### src/assert_macros.svh
// Assertion helpers shared by the angle position PID RTL.
`ifndef ASSERT_MACROS_SVH
`define ASSERT_MACROS_SVH
`ifndef ASSERT_OFF
// Clocked check, quiet while reset is asserted.
`define APID_ASSERT(label, clk, rst_n, prop, msg) \
    label: assert property (@(posedge clk) disable iff (!rst_n) prop) else $error(msg);
// Clocked check that also holds while reset is asserted.
`define APID_ASSERT_NR(label, clk, prop, msg) \
    label: assert property (@(posedge clk) prop) else $error(msg);
`else
`define APID_ASSERT(label, clk, rst_n, prop, msg)
`define APID_ASSERT_NR(label, clk, prop, msg)
`endif
`endif

### src/apid_pkg.sv
package apid_pkg;

    // field and register widths
    localparam int COUNT_W     = 14;
    localparam int GAIN_W      = 32;
    localparam int TARGET_W    = 20;
    localparam int ZERO_W      = 21;
    localparam int CUR_W       = 25;
    localparam int CFG_DATA_W  = 32;
    localparam int CFG_INDEX_W = 3;

    // internal widths
    localparam int REL_W   = 20;             // angle within one turn
    localparam int DELTA_W = 22;             // angle minus zero, two and a half turns each way
    localparam int ERR_W   = 18;             // clamped error
    localparam int DIFF_W  = ERR_W + 1;      // error change
    localparam int PP_W    = GAIN_W + ERR_W;
    localparam int DP_W    = GAIN_W + DIFF_W;
    localparam int SUM_W   = DP_W + 1;
    localparam int PROD_SHIFT = 11;
    localparam int RND_W   = SUM_W - PROD_SHIFT;
    localparam int TOT_W   = RND_W + 1;
    localparam int LIMIT_W = 32;

    // one encoder count is 45 units of 1/2048 degree
    localparam logic [REL_W-1:0] UNITS_PER_COUNT = 20'd45;

    localparam logic signed [DELTA_W-1:0] FULL_TURN   = 22'sd737280;
    localparam logic signed [DELTA_W-1:0] DOUBLE_TURN = 22'sd1474560;
    localparam logic signed [DELTA_W-1:0] HALF_TURN   = 22'sd368640;
    localparam logic signed [DELTA_W-1:0] ERR_LIMIT   = 22'sd122880;

    localparam logic signed [SUM_W-1:0] ROUND_HALF = SUM_W'(1) << (PROD_SHIFT - 1);

    localparam logic signed [LIMIT_W-1:0] OUTPUT_LIMIT = 32'sd16777215;

    localparam logic signed [CUR_W-1:0] OUT_LOW_RESET  = 25'sh1000000;
    localparam logic signed [CUR_W-1:0] OUT_HIGH_RESET = 25'sh0FFFFFF;

    typedef enum logic [CFG_INDEX_W-1:0] {
        CFG_PROP_GAIN    = 3'd0,
        CFG_INTEG_GAIN   = 3'd1,
        CFG_DERIV_GAIN   = 3'd2,
        CFG_TARGET_ANGLE = 3'd3,
        CFG_ZERO_ANGLE   = 3'd4,
        CFG_DIRECTION    = 3'd5,
        CFG_OUT_LOW      = 3'd6,
        CFG_OUT_HIGH     = 3'd7
    } cfg_index_t;

    typedef struct packed {
        logic [TARGET_W-1:0]      target;
        logic signed [ZERO_W-1:0] zero;
        logic                     dir_neg;
    } angle_cfg_t;

    typedef struct packed {
        logic signed [GAIN_W-1:0] kp;
        logic signed [GAIN_W-1:0] ki;
        logic signed [GAIN_W-1:0] kd;
        logic signed [CUR_W-1:0]  lo;
        logic signed [CUR_W-1:0]  hi;
    } pid_cfg_t;

endpackage

### src/apid_err.sv
`include "assert_macros.svh"

module apid_err
    import apid_pkg::*;
(
    input  logic                     clk,
    input  logic                     rst_n,
    input  angle_cfg_t               cfg,
    input  logic                     in_valid,
    output logic                     in_ready,
    input  logic [COUNT_W-1:0]       count,
    output logic                     err_valid,
    input  logic                     err_ready,
    output logic signed [ERR_W-1:0]  err,
    output logic signed [DIFF_W-1:0] diff
);

    logic v1_reg, v2_reg, v3_reg, v4_reg;
    logic ready1, ready2, ready3, ready4;
    logic load2, load3, load4;

    logic [COUNT_W-1:0]       count_reg;
    logic signed [DELTA_W-1:0] delta_reg, delta_next;
    logic [REL_W-1:0]          rel_reg, rel_next;
    logic signed [ERR_W-1:0]   err_reg, err_next, prev_err_reg;
    logic signed [DIFF_W-1:0]  diff_reg, diff_next;

    logic [REL_W-1:0]          angle_mag;
    logic signed [ZERO_W-1:0]  angle_s;
    logic signed [DELTA_W-1:0] plus1, plus2, plus3, minus1, minus2, rel_sel;
    logic signed [DELTA_W-1:0] e0, e1, e2;

    // each stage takes a new transaction when empty or when its own moves on
    assign ready4 = !v4_reg || err_ready;
    assign ready3 = !v3_reg || ready4;
    assign ready2 = !v2_reg || ready3;
    assign ready1 = !v1_reg || ready2;
    assign load2  = ready2 && v1_reg;
    assign load3  = ready3 && v2_reg;
    assign load4  = ready4 && v3_reg;

    assign in_ready  = ready1;
    assign err_valid = v4_reg;
    assign err       = err_reg;
    assign diff      = diff_reg;

    always_ff @(posedge clk or negedge rst_n)
    begin
        if (!rst_n)
        begin
            v1_reg       <= 1'b0;
            v2_reg       <= 1'b0;
            v3_reg       <= 1'b0;
            v4_reg       <= 1'b0;
            prev_err_reg <= '0;
        end
        else
        begin
            if (ready1)
            begin
                v1_reg <= in_valid;
            end
            if (ready2)
            begin
                v2_reg <= v1_reg;
            end
            if (ready3)
            begin
                v3_reg <= v2_reg;
            end
            if (ready4)
            begin
                v4_reg <= v3_reg;
            end
            if (load4)
            begin
                prev_err_reg <= err_next;
            end
        end
    end

    always_ff @(posedge clk)
    begin
        if (ready1 && in_valid)
        begin
            count_reg <= count;
        end
        if (load2)
        begin
            delta_reg <= delta_next;
        end
        if (load3)
        begin
            rel_reg <= rel_next;
        end
        if (load4)
        begin
            err_reg  <= err_next;
            diff_reg <= diff_next;
        end
    end

    // count to signed angle, minus zero
    always_comb
    begin
        angle_mag = REL_W'(count_reg) * UNITS_PER_COUNT;
        angle_s   = signed'(ZERO_W'(angle_mag));
        if (cfg.dir_neg)
        begin
            angle_s = -angle_s;
        end
        delta_next = DELTA_W'(angle_s) - DELTA_W'(cfg.zero);
    end

    // exact modulo one turn; delta lies within two and a half turns either way
    always_comb
    begin
        plus1  = delta_reg + FULL_TURN;
        plus2  = delta_reg + DOUBLE_TURN;
        plus3  = plus2 + FULL_TURN;
        minus1 = delta_reg - FULL_TURN;
        minus2 = delta_reg - DOUBLE_TURN;
        if (delta_reg < 0)
        begin
            rel_sel = (plus1 >= 0) ? plus1 : ((plus2 >= 0) ? plus2 : plus3);
        end
        else if (delta_reg >= FULL_TURN)
        begin
            rel_sel = (minus1 >= FULL_TURN) ? minus2 : minus1;
        end
        else
        begin
            rel_sel = delta_reg;
        end
        rel_next = rel_sel[REL_W-1:0];
    end

    // error: wrap once into half a turn, then clamp
    always_comb
    begin
        e0 = signed'(DELTA_W'(cfg.target)) - signed'(DELTA_W'(rel_reg));
        if (e0 > HALF_TURN)
        begin
            e1 = e0 - FULL_TURN;
        end
        else if (e0 < -HALF_TURN)
        begin
            e1 = e0 + FULL_TURN;
        end
        else
        begin
            e1 = e0;
        end
        if (e1 > ERR_LIMIT)
        begin
            e2 = ERR_LIMIT;
        end
        else if (e1 < -ERR_LIMIT)
        begin
            e2 = -ERR_LIMIT;
        end
        else
        begin
            e2 = e1;
        end
        err_next  = e2[ERR_W-1:0];
        diff_next = DIFF_W'(err_next) - DIFF_W'(prev_err_reg);
    end

    `APID_ASSERT(a_err_bounded, clk, rst_n, v4_reg |-> (err_reg <= ERR_LIMIT && err_reg >= -ERR_LIMIT), "clamped error out of range")
    `APID_ASSERT(a_rel_in_turn, clk, rst_n, v3_reg |-> (rel_reg < FULL_TURN[REL_W-1:0]), "relative angle not within one turn")
    `APID_ASSERT(a_prev_err_tracks, clk, rst_n, load4 |=> (prev_err_reg == err_reg), "previous error not updated with issued error")

endmodule

### config.mk
export PLATFORM = sky130hd
export DESIGN_NAME = apid_err
export DESIGN_NICKNAME = d
export VERILOG_FILES = /design/src/apid_pkg.sv /design/src/apid_err.sv
export VERILOG_INCLUDE_DIRS = /design/src /design/src/src
export SDC_FILE = /design/constraint.sdc
export NUM_CORES = 1
export LEC_CHECK = 0
export ABC_CLOCK_PERIOD_IN_PS = 9100
export BUFFER_PORTS_ARGS = -buffer_cell sky130_fd_sc_hd__buf_2
export CORE_MARGIN = 5
export CORE_UTILIZATION = 61
export CTS_BUF_LIST = sky130_fd_sc_hd__clkbuf_16
export DETAILED_ROUTE_END_ITERATION = 6
export HOLD_SLACK_MARGIN = 0.06
export PLACE_DENSITY_LB_ADDON = 0.15
export SLEW_MARGIN = 20
export SYNTH_ARGS = -nofsm -noshare
export SYNTH_HDL_FRONTEND = slang
export SYNTH_SLANG_ARGS = --single-unit
### constraint.sdc
create_clock -name clk -period 9.1 [get_ports clk]
set_input_delay 0.455 -clock clk [delete_from_list [all_inputs] [get_ports clk]]
set_output_delay 0.455 -clock clk [all_outputs]
set_load 0.1 [all_outputs]
==> out/qor.yml <==
timing:
  maxSlewHeadroom_pct: 35.4
  fin_crit_ps: 7860
  grt_setup_unrepaired: "false"
  timing.fmax_ghz: 0.127
  min_period_over_period_pct: 86.4
  drv_slew: 0
  finClkSkew_ps: 11.8
  tns_ps: 0
  tightest_slew_ps: 968
  hold_viol: 0
  setup_viol_count_final: 0
yosys:
  netlist_area_mm2: 0.00996
  ys_ff_latch: 115
  yosysWarningCount: 0
  synth_nets: 1237
  synth.yosys.seq_area_share_pct: 33.6
  synth_cell_type_count: 81
  async_flop_share_pct: 19.1
  synth_cells: 1042
  ys.flop_type: "edfxtp_1"
  yosys.area.top_type_share_pct: 28.1
  synth_area_leaders: "edfxtp_1 (28%), ha_1 (14%), xnor2_1 (6.1%)"
  synth.avg_cell_area_um2: 9.55
  synth_area_leader_cell: "edfxtp_1"
  synth_enable_flop_cells: 93
finish:
  mostFrequentLayoutCell: "inv_1"
  drive_gt1_share_pct: 14.3
  diodes: 0
  largest_reg_flops: 22
  syn_to_final_growth_pct: 12.7
  layout.nets: 1334
  layout_common_cells: "inv_1 (154), ha_1 (110), buf_2 (98)"
placed_design:
  hpwlAfterDp_mm: 15.3
  place.gp.congestion: 0.865
  port_buffers: 98
cts:
  cts_resized: 0
  cts_buffer_depth: 2
  root_buffer: "clkbuf_16"
  path_clk_slew_ps: 60
  cts-buffers-inserted: 17
  htreeDepth: 4
  cts_tree: "yes"
  clk_latency_ps: 420
  cts_sinks: 115
die:
  fp.dieW_um: 138
  rows: 46
  io_pins: 99
  start_util_pct: 62.4
  coreArea_mm2: 0.0159
  dieHeight_um: 138
  dieArea_mm2: 0.0190
critical_path:
  reg2regPathDepth: 32
  endpoint_kind: "register"
  crit_required_ps: 9270
  cp_common_cell: "a21oi_1"
  slowest_stage: "or4_1"
  cp.arrival_ps: 8030
  cp_max_fo: 27
  path_class: "register to register"
  crit_path_max_incr_delay_ps: 550
  critPathLaunchType: "register"
global_route:
  grt_pass1_vias: 7465
  track_usage_pct: 21.7
  grt_max_degree: 33
  antenna_found_initial: 0
  grt_pass1_wl_mm: 33.2
  overflow: 0
route:
  routed_via_density: 5.58
  drc: 0
  via_count: 7630
  first_pass_iters: 5
  drtIter0Drc: 342
  wl_per_cell_um: 14.1
  wl_mm: 19.3
  ant_nets: 0
outcome:
  status: "completed"
worst_hold_path:
  hp-class: "input port to register"
  hold_depth: 1
run:
  cap_viol_max_count: 0
[repair_timing]
item | CTS | global route
hold buffers | 1 | 0
buffers inserted | 0 | 0
endpoints found under the hold margin | 22 | 0
[layer usage]
metal | part of all wire (%) | wire, um | up-vias | global-route usage [%]
met2 | 50 | 9760 | 171 | 38.7
met4 | 2.2 | 424 | 0 | 8.18
met5 | 0 | 0 | - | 0
met1 | 42 | 8220 | 3529 | 25.9
met3 | 4.9 | 943 | 37 | 3.98
li1 | - | - | 3893 | -
[final cells by class]
| type | count | area, um2 |
|---|---|---|
| multi-input combinational | 748 | 5920 |
| fill | 1228 | 4730 |
| clock inverter | 15 | 154 |
| tap | 216 | 270 |
| timing repair buffer | 101 | 515 |
| clock buffer | 17 | 425 |
| inverter | 156 | 588 |
| sequential | 115 | 3340 |
[per-stage QoR]
step	hold slack, ps	utilization, %	setup slack, ps	cells	cell area [um2]
detailed placement	433	66.7	1100	1335	10600
finish	203	70.4	1240	1368	11200
CTS	192	70.4	1270	1368	11200
floorplan	159	-	2110	1042	9960
global route	188	70.4	542	1368	11200
global placement	431	66.7	1370	1335	10600
[final timing paths]
| path | start | to | slack (ps) |
|---|---|---|---|
| min reg2reg | delta_reg[6] | rel_reg[6] | 440 |
| min | count[13] | count_reg[13] | 200 |
| max reg2reg | rel_reg[0] | diff[16] | 1240 |
| max in group asynchronous | rst_n | v1_reg | 8200 |
| max | rel_reg[0] | diff[16] | 1240 |
| min in group asynchronous | rst_n | prev_err_reg[16] | 540 |
[cell families after synthesis]
group	Yosys count	synth area share [%]
compound gates	275	19.6
simple gates	239	12.0
buf+inv	179	6.96
fa+ha+maj	135	18.9
flops	115	33.6
xor+xnor	97	8.72
mux	2	0.214
[cell usage after synthesis (10+ instances only)]
master / instances
inv_1: 155
ha_1: 110
edfxtp_1: 93
xnor2_1: 69
a21oi_1: 66
nand2_1: 64
nor2_1: 55
o21ai_0: 51
xor2_1: 27
fa_1: 25
nor3_1: 25
dfrtp_1: 22
a21o_1: 18
o31ai_1: 17
clkbuf_1: 16
nor2b_1: 15
o21a_1: 12
nand2b_1: 11
o21bai_1: 11
o22ai_1: 11
nand3_1: 10
or3_1: 10
[worst max-delay path: cells and delay by family, from the launching register on]
family	cells	cell delay, ps
compound gates	18	3620
simple gates	6	1290
fa+ha+maj	4	1180
xor+xnor	2	590
buf+inv	2	590
flops	1	360
Power is not shown: default switching activity piles up to over one toggle a cycle in this logic, so the estimate is an artifact.
